$ cat src/sv/rational_fraction_alu_macros.svh
// Assertion macros for the rational fraction ALU.
`ifndef RATIONAL_FRACTION_ALU_MACROS_SVH
`define RATIONAL_FRACTION_ALU_MACROS_SVH

// Check a property on clk with reset masked.
`define RFA_ASSERT(label, prop, msg) \
    label: assert property (@(posedge clk) disable iff (!rst_n) (prop)) else $error(msg);

// Check that a signal holds for the cycle after a condition.
`define RFA_ASSERT_STABLE(label, cond, sig, msg) \
    label: assert property (@(posedge clk) disable iff (!rst_n) \
        (cond) |=> $stable(sig)) else $error(msg);

`endif

$ cat src/sv/rfa_pkg.sv
// ----------------------------------------------------------------------------
// rfa_pkg
// Shared types and constants of the rational fraction ALU.
// ----------------------------------------------------------------------------
package rfa_pkg;

    localparam int OPERAND_BITS_DEFAULT = 32;
    localparam int MAG_BITS             = 64;

    typedef enum logic [1:0] {
        KIND_ADD = 2'd0,
        KIND_SUB = 2'd1,
        KIND_MUL = 2'd2,
        KIND_DIV = 2'd3
    } kind_t;

    typedef struct packed {
        logic [1:0]         kind;
        logic signed [31:0] left_num;
        logic signed [31:0] left_den;
        logic signed [31:0] right_num;
        logic signed [31:0] right_den;
    } in_word_t;

    typedef struct packed {
        logic        is_inf;
        logic        is_negative;
        logic [62:0] whole_part;
        logic [61:0] frac_num;
        logic [61:0] frac_den;
    } out_word_t;

endpackage

$ cat src/sv/rational_fraction_alu.sv
// ----------------------------------------------------------------------------
// rational_fraction_alu
// Adds, subtracts, multiplies or divides two signed fractions and returns the
// sign, whole part and gcd-reduced remainder fraction.
// ----------------------------------------------------------------------------
// One word is taken at a time. Products are formed one per cycle on a shared
// multiplier (two products for multiply and divide, three for add and
// subtract), then a shared 64-bit restoring divider produces one quotient bit
// a cycle for whole part and remainder, for each Euclid step (data dependent,
// at most about 92 steps) and for the two final reductions. A zero top or
// bottom product skips the divider. The result sits in an output register;
// the block takes no new word until it has been delivered.
module rational_fraction_alu #(
    parameter int OPERAND_BITS = rfa_pkg::OPERAND_BITS_DEFAULT
) (
    input  logic               clk,
    input  logic               rst_n,
    input  logic               in_valid,
    output logic               in_stall,
    input  rfa_pkg::in_word_t  in_word,
    output logic               out_valid,
    input  logic               out_stall,
    output rfa_pkg::out_word_t out_word
);
    import rfa_pkg::*;

    localparam int CNT_BITS = $clog2(MAG_BITS);

    typedef enum logic [3:0] {
        S_IDLE, S_MUL, S_CHECK, S_DIV, S_GCD, S_RED_NUM, S_RED_DEN, S_DONE
    } state_t;

    state_t state_reg, state_next;

    // operand magnitudes and signs: 0 ln, 1 ld, 2 rn, 3 rd
    logic [OPERAND_BITS-1:0] mag_reg [4];
    logic [3:0]              neg_reg;
    logic [1:0]              kind_reg;
    logic [2:0]              step_reg, step_next;

    logic [MAG_BITS-1:0] p0_reg, p0_next;   // first top product
    logic                p0n_reg, p0n_next;
    logic [MAG_BITS-1:0] top_reg, top_next;
    logic                topn_reg, topn_next;
    logic [MAG_BITS-1:0] bot_reg, bot_next;
    logic                botn_reg, botn_next;

    // shared divider
    logic [MAG_BITS-1:0] dq_reg, dq_next;     // dividend shifting into quotient
    logic [MAG_BITS:0]   drem_reg, drem_next;
    logic [MAG_BITS-1:0] dsor_reg, dsor_next;
    logic [CNT_BITS-1:0] dcnt_reg, dcnt_next;

    logic [MAG_BITS-1:0] rem_reg, rem_next;
    out_word_t           res_reg, res_next;
    logic                ov_reg, ov_next;

    // sign-magnitude operand decode
    logic [OPERAND_BITS-1:0] fld [4];
    logic [OPERAND_BITS-1:0] fmag [4];
    always_comb
    begin
        fld[0] = in_word.left_num[OPERAND_BITS-1:0];
        fld[1] = in_word.left_den[OPERAND_BITS-1:0];
        fld[2] = in_word.right_num[OPERAND_BITS-1:0];
        fld[3] = in_word.right_den[OPERAND_BITS-1:0];
        for (int i = 0; i < 4; i++)
        begin
            fmag[i] = fld[i][OPERAND_BITS-1] ? (~fld[i] + 1'b1) : fld[i];
        end
    end

    // the most negative value's magnitude is 2^(N-1), which fits N bits
    logic [OPERAND_BITS-1:0] ma, mb;
    logic                    mn;
    logic [MAG_BITS-1:0]     prod;
    always_comb
    begin
        ma = mag_reg[0];
        mb = mag_reg[3];
        mn = neg_reg[0] ^ neg_reg[3];
        case (step_reg)
            3'd0:
            begin
                if (kind_reg == KIND_MUL)
                begin
                    mb = mag_reg[2]; mn = neg_reg[0] ^ neg_reg[2];
                end
            end
            3'd1:
            begin
                ma = mag_reg[2]; mb = mag_reg[1];
                mn = neg_reg[2] ^ neg_reg[1] ^ (kind_reg == KIND_SUB);
            end
            default:
            begin
                ma = mag_reg[1];
                mb = (kind_reg == KIND_DIV) ? mag_reg[2] : mag_reg[3];
                mn = neg_reg[1] ^ ((kind_reg == KIND_DIV) ? neg_reg[2] : neg_reg[3]);
            end
        endcase
        prod = MAG_BITS'(ma) * MAG_BITS'(mb);
    end

    // one restoring division step
    logic [MAG_BITS:0] trial;
    logic [MAG_BITS:0] shifted;
    always_comb
    begin
        shifted = {drem_reg[MAG_BITS-1:0], dq_reg[MAG_BITS-1]};
        trial   = shifted - {1'b0, dsor_reg};
    end

    logic [MAG_BITS-1:0] quo_fin, rem_fin;
    always_comb
    begin
        quo_fin = {dq_reg[MAG_BITS-2:0], ~trial[MAG_BITS]};
        rem_fin = trial[MAG_BITS] ? shifted[MAG_BITS-1:0] : trial[MAG_BITS-1:0];
    end

    always_comb
    begin
        state_next = state_reg;
        step_next  = step_reg;
        p0_next = p0_reg; p0n_next = p0n_reg;
        top_next = top_reg; topn_next = topn_reg;
        bot_next = bot_reg; botn_next = botn_reg;
        dq_next = dq_reg; drem_next = drem_reg; dsor_next = dsor_reg; dcnt_next = dcnt_reg;
        rem_next = rem_reg;
        res_next = res_reg;
        ov_next = ov_reg;
        if (ov_reg && !out_stall)
        begin
            ov_next = 1'b0;
        end
        case (state_reg)
            S_IDLE:
            begin
                step_next = 3'd0;
                if (in_valid && !ov_reg)
                begin
                    state_next = S_MUL;
                end
            end
            S_MUL:
            begin
                step_next = step_reg + 3'd1;
                case (step_reg)
                    3'd0:
                    begin
                        p0_next = prod; p0n_next = mn;
                        if (kind_reg == KIND_MUL || kind_reg == KIND_DIV)
                        begin
                            top_next = prod; topn_next = mn; step_next = 3'd2;
                        end
                    end
                    3'd1:
                    begin
                        if (p0n_reg == mn)
                        begin
                            top_next = p0_reg + prod; topn_next = mn;
                        end
                        else if (p0_reg >= prod)
                        begin
                            top_next = p0_reg - prod; topn_next = p0n_reg;
                        end
                        else
                        begin
                            top_next = prod - p0_reg; topn_next = mn;
                        end
                    end
                    default:
                    begin
                        bot_next = prod; botn_next = mn;
                        state_next = S_CHECK;
                    end
                endcase
            end
            S_CHECK:
            begin
                res_next = '0;
                if (bot_reg == '0)
                begin
                    res_next.is_inf = 1'b1;
                    state_next = S_DONE;
                end
                else if (top_reg == '0)
                begin
                    state_next = S_DONE;
                end
                else
                begin
                    res_next.is_negative = topn_reg ^ botn_reg;
                    dq_next = top_reg; drem_next = '0; dsor_next = bot_reg;
                    dcnt_next = '0;
                    state_next = S_DIV;
                end
            end
            S_DIV, S_GCD, S_RED_NUM, S_RED_DEN:
            begin
                dq_next   = quo_fin;
                drem_next = {1'b0, rem_fin};
                dcnt_next = dcnt_reg + 1'b1;
                if (dcnt_reg == CNT_BITS'(MAG_BITS - 1))
                begin
                    dcnt_next = '0;
                    drem_next = '0;
                    case (state_reg)
                        S_DIV:
                        begin
                            res_next.whole_part = (quo_fin[MAG_BITS-1]) ? '1 : quo_fin[62:0];
                            rem_next = rem_fin;
                            // gcd(bot, rem): x = bot, y = rem
                            if (rem_fin == '0)
                            begin
                                dq_next = '0; dsor_next = bot_reg;
                                state_next = S_RED_NUM;
                            end
                            else
                            begin
                                dq_next = bot_reg; dsor_next = rem_fin;
                                state_next = S_GCD;
                            end
                        end
                        S_GCD:
                        begin
                            // x mod y done; new x = y, new y = remainder
                            if (rem_fin == '0)
                            begin
                                dq_next = rem_reg;
                                state_next = S_RED_NUM;
                            end
                            else
                            begin
                                dq_next = dsor_reg; dsor_next = rem_fin;
                                state_next = S_GCD;
                            end
                        end
                        S_RED_NUM:
                        begin
                            res_next.frac_num = quo_fin[61:0];
                            dq_next = bot_reg;
                            state_next = S_RED_DEN;
                        end
                        default:
                        begin
                            res_next.frac_den = (quo_fin[63:62] != 2'b00) ? '1 : quo_fin[61:0];
                            state_next = S_DONE;
                        end
                    endcase
                end
            end
            S_DONE:
            begin
                ov_next = 1'b1;
                state_next = S_IDLE;
            end
            default:
            begin
                state_next = S_IDLE;
            end
        endcase
    end

    always_ff @(posedge clk or negedge rst_n)
    begin
        if (!rst_n)
        begin
            state_reg <= S_IDLE;
            ov_reg    <= 1'b0;
            step_reg  <= '0;
            dcnt_reg  <= '0;
        end
        else
        begin
            state_reg <= state_next;
            ov_reg    <= ov_next;
            step_reg  <= step_next;
            dcnt_reg  <= dcnt_next;
        end
    end

    always_ff @(posedge clk)
    begin
        if (state_reg == S_IDLE && in_valid && !ov_reg)
        begin
            kind_reg <= in_word.kind;
            for (int i = 0; i < 4; i++)
            begin
                mag_reg[i] <= fmag[i];
                neg_reg[i] <= fld[i][OPERAND_BITS-1];
            end
        end
        p0_reg <= p0_next; p0n_reg <= p0n_next;
        top_reg <= top_next; topn_reg <= topn_next;
        bot_reg <= bot_next; botn_reg <= botn_next;
        dq_reg <= dq_next; drem_reg <= drem_next; dsor_reg <= dsor_next;
        rem_reg <= rem_next;
        res_reg <= res_next;
    end

    assign in_stall  = (state_reg != S_IDLE) || ov_reg;
    assign out_valid = ov_reg;
    assign out_word  = res_reg;

`include "rational_fraction_alu_macros.svh"

    `RFA_ASSERT(a_busy_stall, (state_reg != S_IDLE) |-> in_stall, "busy but not stalled")
    `RFA_ASSERT(a_done_valid, (state_reg == S_DONE) |=> out_valid, "result not shown")
    `RFA_ASSERT(a_inf_clean, (out_valid && out_word.is_inf) |-> (out_word.whole_part == '0),
        "inf carries data")
    `RFA_ASSERT(a_valid_hold, (out_valid && out_stall) |=> out_valid, "stalled word dropped")
    `RFA_ASSERT_STABLE(a_word_hold, out_valid && out_stall, out_word, "stalled word changed")

endmodule

$ cat config.mk
export PLATFORM = sky130hd
export DESIGN_NAME = rational_fraction_alu
export DESIGN_NICKNAME = d
export VERILOG_FILES = /design/src/sv/rfa_pkg.sv /design/src/sv/rational_fraction_alu.sv
export VERILOG_INCLUDE_DIRS = /design/src /design/src/sv
export SDC_FILE = /design/constraint.sdc
export NUM_CORES = 2
export LEC_CHECK = 0
export BUFFER_PORTS_ARGS = -buffer_cell sky130_fd_sc_hd__buf_2
export CAP_MARGIN = 20
export CORE_MARGIN = 3
export CORE_UTILIZATION = 25
export DETAILED_ROUTE_END_ITERATION = 6
export PLACE_DENSITY = 0.5
export SLEW_MARGIN = 15
export SYNTH_ARGS = -nofsm -noshare
export SYNTH_HDL_FRONTEND = slang
export SYNTH_SLANG_ARGS = --single-unit
$ cat constraint.sdc
create_clock -name clk -period 14.55 [get_ports clk]
set_input_delay 1.455 -clock clk [delete_from_list [all_inputs] [get_ports clk]]
set_output_delay 1.455 -clock clk [all_outputs]
set_load 0.05 [all_outputs]
---- After elaboration in Yosys (flattened, before gate mapping) ----
Memory sizes are Yosys's and may differ from the RTL's.
Cells that the tools add are included.
operators by class
  order comparisons ....................... 1
  multipliers ............................. 1
  add/subtract/negate cells ............... 10
  multiplexer cells ....................... 65
  reductions and logical operators ........ 34
  bitwise operators ....................... 12
  eq/ne operators ......................... 24
operators by type and width
  cell                                            number
  two-way mux 64 bit                              17
  one-hot mux 64 bit (2 select lines)             5
  one-hot mux 187 bit (2 select lines)            1
  logical NOT 64 bit                              3
  two-way mux 32 bit                              6
  one-hot mux 64 bit (3 select lines)             1
  two-way mux 187 bit                             1
  two-way mux 62 bit                              3
  adder 32 x 1 -> 32 bit (second input constant)  4
  inverter 32 bit                                 4
  one-hot mux 32 bit (2 select lines)             2
  subtractor 64 bit                               2
  two-way mux 63 bit                              2
  subtractor 65 x 64 -> 65 bit                    1
  adder 64 bit                                    1
  greater-or-equal comparator 64 bit              1
  multiplier 32 x 32 -> 64 bit                    1
  AND reduction 3 bit                             7
  two-way mux 6 bit                               3
  != test 2 bit (second input constant)           9
  == test 4 x 3 -> 1 bit (second input constant)  4
  one-hot mux 4 bit (4 select lines)              1
  two-way mux 3 bit                               4
  two-way mux 4 bit                               3
  29 further kinds                                61
word-level totals
  output and inout port bits .............. 191
  word-level logic and storage cells ...... 169
  memories ................................ 1
  memory bits (writable) .................. 128
  bits in registers ....................... 660
memory list
  memory   depth  bits a word  read ports  clocked after memory_dff  wr ports  line                         text
  mag_reg  4      32           4           0                         4         rational_fraction_alu.sv:36  logic [OPERAND_BITS-1:0] mag_reg [4];

---- Longest topological paths before layout ----
  word-level depth ........................ 8
  gate-level depth with buffers ........... 59
  gate-level depth less buffers ........... 52

---- Worst setup path after synthesis ----
No wires, ideal clock.
  kind .................................... register to register
  from .................................... register step_reg[0]
  to ...................................... register top_reg[34], data pin
  setup slack ............................. 1.168 ns
  data arrival time ....................... 13.114 ns
  data required time ...................... 14.283 ns
  cell stages (with the launch flop) ...... 57
  cells stage by stage .................... dfrtp_1 -> ha_1 -> nor2b_1 -> clkbuf_1 -> clkbuf_1 -> buf_1 -> a221oi_1 -> clkbuf_1 -> nor2_1 -> fa_1 -> inv_1 -> fa_1 -> inv_1 -> fa_1 -> inv_1 -> fa_1 -> inv_1 -> fa_1 -> [... 21 more ...] -> clkbuf_1 -> a21oi_1 -> o21ai_0 -> a21oi_1 -> nand2_1 -> a211oi_1 -> a211oi_1 -> nor2_1 -> clkbuf_1 -> clkbuf_1 -> clkbuf_1 -> clkbuf_1 -> o211ai_1 -> o211ai_1 -> o21ai_0 -> xnor2_1 -> nand2_1 -> o21ai_0
on the way
  cells in the longest elaborated chain, start to end .. 7
  elaborated cells between the ends (all ways) .. 15
ends and longest elaborated chain
  item                                                                line                          text
  start, declared                                                     rational_fraction_alu.sv:39   logic [2:0] step_reg, step_next;
  start signal, assigned                                              rational_fraction_alu.sv:278  step_reg <= step_next;
  == test 3 x 1 -> 1 bit / logical NOT 3 bit (equally long branches)  rational_fraction_alu.sv:82   case (step_reg)
  one-hot mux 32 bit (2 select lines)                                 rational_fraction_alu.sv:82
  multiplier 32 x 32 -> 64 bit *                                      rational_fraction_alu.sv:102  prod = MAG_BITS'(ma) * MAG_BITS'(mb);
  net prod[49]                                                        rational_fraction_alu.sv:76   logic [MAG_BITS-1:0] prod;
  greater-or-equal comparator 64 bit *                                rational_fraction_alu.sv:163  else if (p0_reg >= prod)
  two-way mux 64 bit *                                                rational_fraction_alu.sv:163
  two-way mux 64 bit *                                                rational_fraction_alu.sv:159  if (p0n_reg == mn)
  one-hot mux 64 bit (2 select lines) *                               rational_fraction_alu.sv:148  case (step_reg)
  end signal, assigned                                                rational_fraction_alu.sv:295  top_reg <= top_next; topn_reg <= topn_next;
  end, declared                                                       rational_fraction_alu.sv:43   logic [MAG_BITS-1:0] top_reg, top_next;
The timed path passes the listed nets; every way through them passes the cells marked *. The select of a mux whose other input is x is not followed.
A chain may end at the register's enable or synchronous reset.

---- Worst setup path in the final report ----
  from .................................... register step_reg[0]
  to ...................................... register top_reg[62], data pin
on the way
  cells in the longest elaborated chain, start to end .. 7
  elaborated cells between the ends (all ways) .. 15
ends and longest elaborated chain
  item                                                                line                          text
  == test 3 x 1 -> 1 bit / logical NOT 3 bit (equally long branches)  rational_fraction_alu.sv:82
  one-hot mux 32 bit (2 select lines)                                 rational_fraction_alu.sv:82
  multiplier 32 x 32 -> 64 bit *                                      rational_fraction_alu.sv:102
  net prod[29]                                                        rational_fraction_alu.sv:76
  subtractor 64 bit (tied with other cells)                           rational_fraction_alu.sv:169  top_next = prod - p0_reg; topn_next = mn;
  two-way mux 64 bit                                                  rational_fraction_alu.sv:163
  two-way mux 64 bit *                                                rational_fraction_alu.sv:159
  one-hot mux 64 bit (2 select lines) *                               rational_fraction_alu.sv:148
Marked as above.

==> flow_summary.ini <==
[finish]
largest_reg_flops = 189
layout_commonest_cell = inv_1
area_growth_syn_to_layout_pct = 14.3
stdcell_count = 13700
fillers = 35100
final_cell_mix = 1197 x inv_1, 950 x nand2_1, 910 x nor2_1
regArea_sq_um = 23600
final_layout_size_suffix_gt1_frac = 0.113
multi_input_area_sq_um = 53900
finalNetCount = 10800

[worst_setup_path]
path_class = reg2reg
crit_path_frequent_cell = fa_1
ff2ff_setup_slack_ns = 0.47
cp-start-kind = register
endpoint = top_reg[62]$_DFFE_PP_
cp_max_fo = 13
r2r-end = top_reg[62]$_DFFE_PP_
cp.arrival_ns = 14.55
startpoint = step_reg[0]$_DFFE_PN0P_
cp_slowest_cell = nor2b_2
cp.required_ns = 15.02
r2r-start = step_reg[0]$_DFFE_PN0P_
max_stage_delay_ns = 0.85
reg2reg_depth = 47
cp-end-kind = register

[timing]
slew_headroom = 0.190
min_period_ns = 14.08
worst_clock_skew_ns = 0.0593
timing.final.ws_setup_ns = 0.474
drv_slew = 0
fmax_mhz = 71.0
worst_slew_pin_slew_ns = 1.20
hold_viol = 0
fin_crit_sh = 0.967
setup_viol = 0

[flow_run]
timing.max_cap.violations = 0

[clock_network]
cts_sinks = 787
ctsHtreeMaxLevel = 3
ctsHoldBuffers = 0
cts_tree = yes
clk_path_buf_depth = 3
cts.clk_slew.worst_paths_ns = 0.06
ctsRootBufferMaster = clkbuf_16
insertion_delay_ns = 0.74
cts-buffers-inserted = 89

[pwr]
p_seq_frac = 0.504
p_int_mw = 3.80
power_leakage_nw = 39.9
power_mw = 4.88
p_per_area_nw_per_um2 = 51.5
clockPowerShare = 0.477
vdd_drop_max_mv = 0.105
p_switching_mw = 1.08
swShare = 0.222
p_comb_frac = 0.019

[floorplan]
dieArea_sq_um = 339000
coreArea_sq_um = 329000
die_w_um = 582
rows = 210
ios = 325
die_y_um = 582
initial_core_util = 0.252

[synthesis]
synth_cells = 8922
synth_warnings = 0
synthXorXnorAreaFrac = 0.0321
synth.yosys.seq_area_share = 0.284
synth-seq-cells = 787
synth_cell_type_count = 88
synth_edf_count = 774
synth_fa_ha_area_frac = 0.296
synthSimpleGateAreaFrac = 0.145
synth-compound-area-share = 0.142
synth-async-reset-ratio = 0.0165
syn_avg_cell_area_sq_um = 9.30
syn_area_sq_um = 83000
synth_top_family_by_area = adder cells
synth_ff_type = edfxtp_1
synth_fp_nets = 10500
synth.area.mux_share = 0.0254

[detailed_routing]
wl_um = 314000
wire_per_inst_um = 23.0
firstDrtPassIters = 6
drt_iter0_drc = 5912
drcViolationCount = 0
drtAntennaViolNets = 0
num_vias = 67800
routed_via_density = 4.96

[outcome]
status = completed

[place]
numPlacedInstances = 13500
routabilityCongestion = 0.987
place_ws_ns = -0.409
port_buffers = 324
hpwl_um = 255000

[global_route]
antenna_found_initial = 22
overflow = 0
grt_util_all_layers = 0.180
grt_pass1_vias = 67500
grt_pass1_wl_um = 459000
grt_max_degree = 81

[worst_hold_path]
min-delay-path-class = reg2reg
## power groups by stage
stage | combinational, mW | clock (mW) | sequential (mW)
detailed placement | 0.0943 | 0 | 2.51
global route | 0.104 | 2.48 | 2.46
CTS | 0.0944 | 2.40 | 2.46
finish | 0.0942 | 2.33 | 2.46
floorplan | 0.0458 | 0 | 2.51
global placement | 0.0940 | 0 | 2.51
## per-layer routing
layer,share of wire,track usage,vias up
li1,-,-,30700
met1,0.45,0.254,33800
met2,0.43,0.276,2724
met3,0.077,0.0335,488
met4,0.038,0.0582,10
met5,0.00021,0,-
## logic make-up after synthesis
group | after synthesis
fa+ha+maj | 1425
mux | 200
buf+inv | 1650
simple gates | 2685
compound gates | 1871
xor+xnor | 304
flops | 787
## worst min-delay path by stage
stage | slack, ns | endpoint | start | cells past startpoint
after CTS | 0.50 | dcnt_reg[0]$_DFFE_PN0P_ | dcnt_reg[0]$_DFFE_PN0P_ | 1
after floorplan | 0.46 | dcnt_reg[2]$_DFFE_PN0P_ | dcnt_reg[2]$_DFFE_PN0P_ | 1
final | 0.50 | dcnt_reg[0]$_DFFE_PN0P_ | dcnt_reg[0]$_DFFE_PN0P_ | 1
after global routing | 0.53 | dcnt_reg[0]$_DFFE_PN0P_ | dcnt_reg[0]$_DFFE_PN0P_ | 1
after detailed placement | 0.50 | dcnt_reg[0]$_DFFE_PN0P_ | dcnt_reg[0]$_DFFE_PN0P_ | 1
after global placement | 0.49 | dcnt_reg[0]$_DFFE_PN0P_ | dcnt_reg[0]$_DFFE_PN0P_ | 1
## critical path, delay by kind of cell (launching register included)
family                     cells  cell delay (ns)
buffers and inverters         11             1.48
and+or+nand+nor                7             1.78
DFF                            1             0.41
xor gates and xnor gates       2             0.84
adders and majority gates     11             4.91
muxes                          2             0.60
AOI/OAI and AO/OA             14             3.75
## cells in the mapped netlist, types with 64 or more instances
master,n,area (sq um)
fa_1,900,18000
ha_1,525,6570
nand2_1,954,3580
nand3_1,87,435
o22a_1,64,561
clkbuf_1,386,1450
or2_2,78,488
nor2_1,919,3450
a21o_1,124,931
a21oi_1,521,2610
nor3_1,86,430
and2_1,155,970
o22ai_1,83,519
inv_1,1197,4490
edfxtp_1,774,23200
nand2b_1,64,400
o21ai_0,518,2590
o21bai_1,83,623
nor4_1,75,469
xor2_1,64,561
mux2i_1,118,1180
xnor2_1,240,2100
## layout make-up
cell class	count	area share
antenna	6	0.000158
clock buffer	98	0.0238
clock inverter	65	0.00757
inverter	1200	0.0475
multi-input combinational	6487	0.568
sequential	787	0.248
tap	4346	0.0573
timing repair buffer	690	0.0469
## per-stage QoR
stage	instance area (sq um)	TNS, ns	util	hold slack (ns)
finish	94900	0	0.288	0.502
global route	94900	-0.00277	0.288	0.528
CTS	94700	0	0.288	0.504
detailed placement	91600	-3.14	0.278	0.495
global placement	91600	-1.49	0.278	0.491
floorplan	83000	0	-	0.462
## repair_timing
item	CTS	global route
hold endpoints to repair	0	0
cloned	2	0
setup endpoints to repair	21	44
buffers inserted	0	7
pin swaps	0	2
resized for setup	9	26
(Power assumes the default switching activity.)
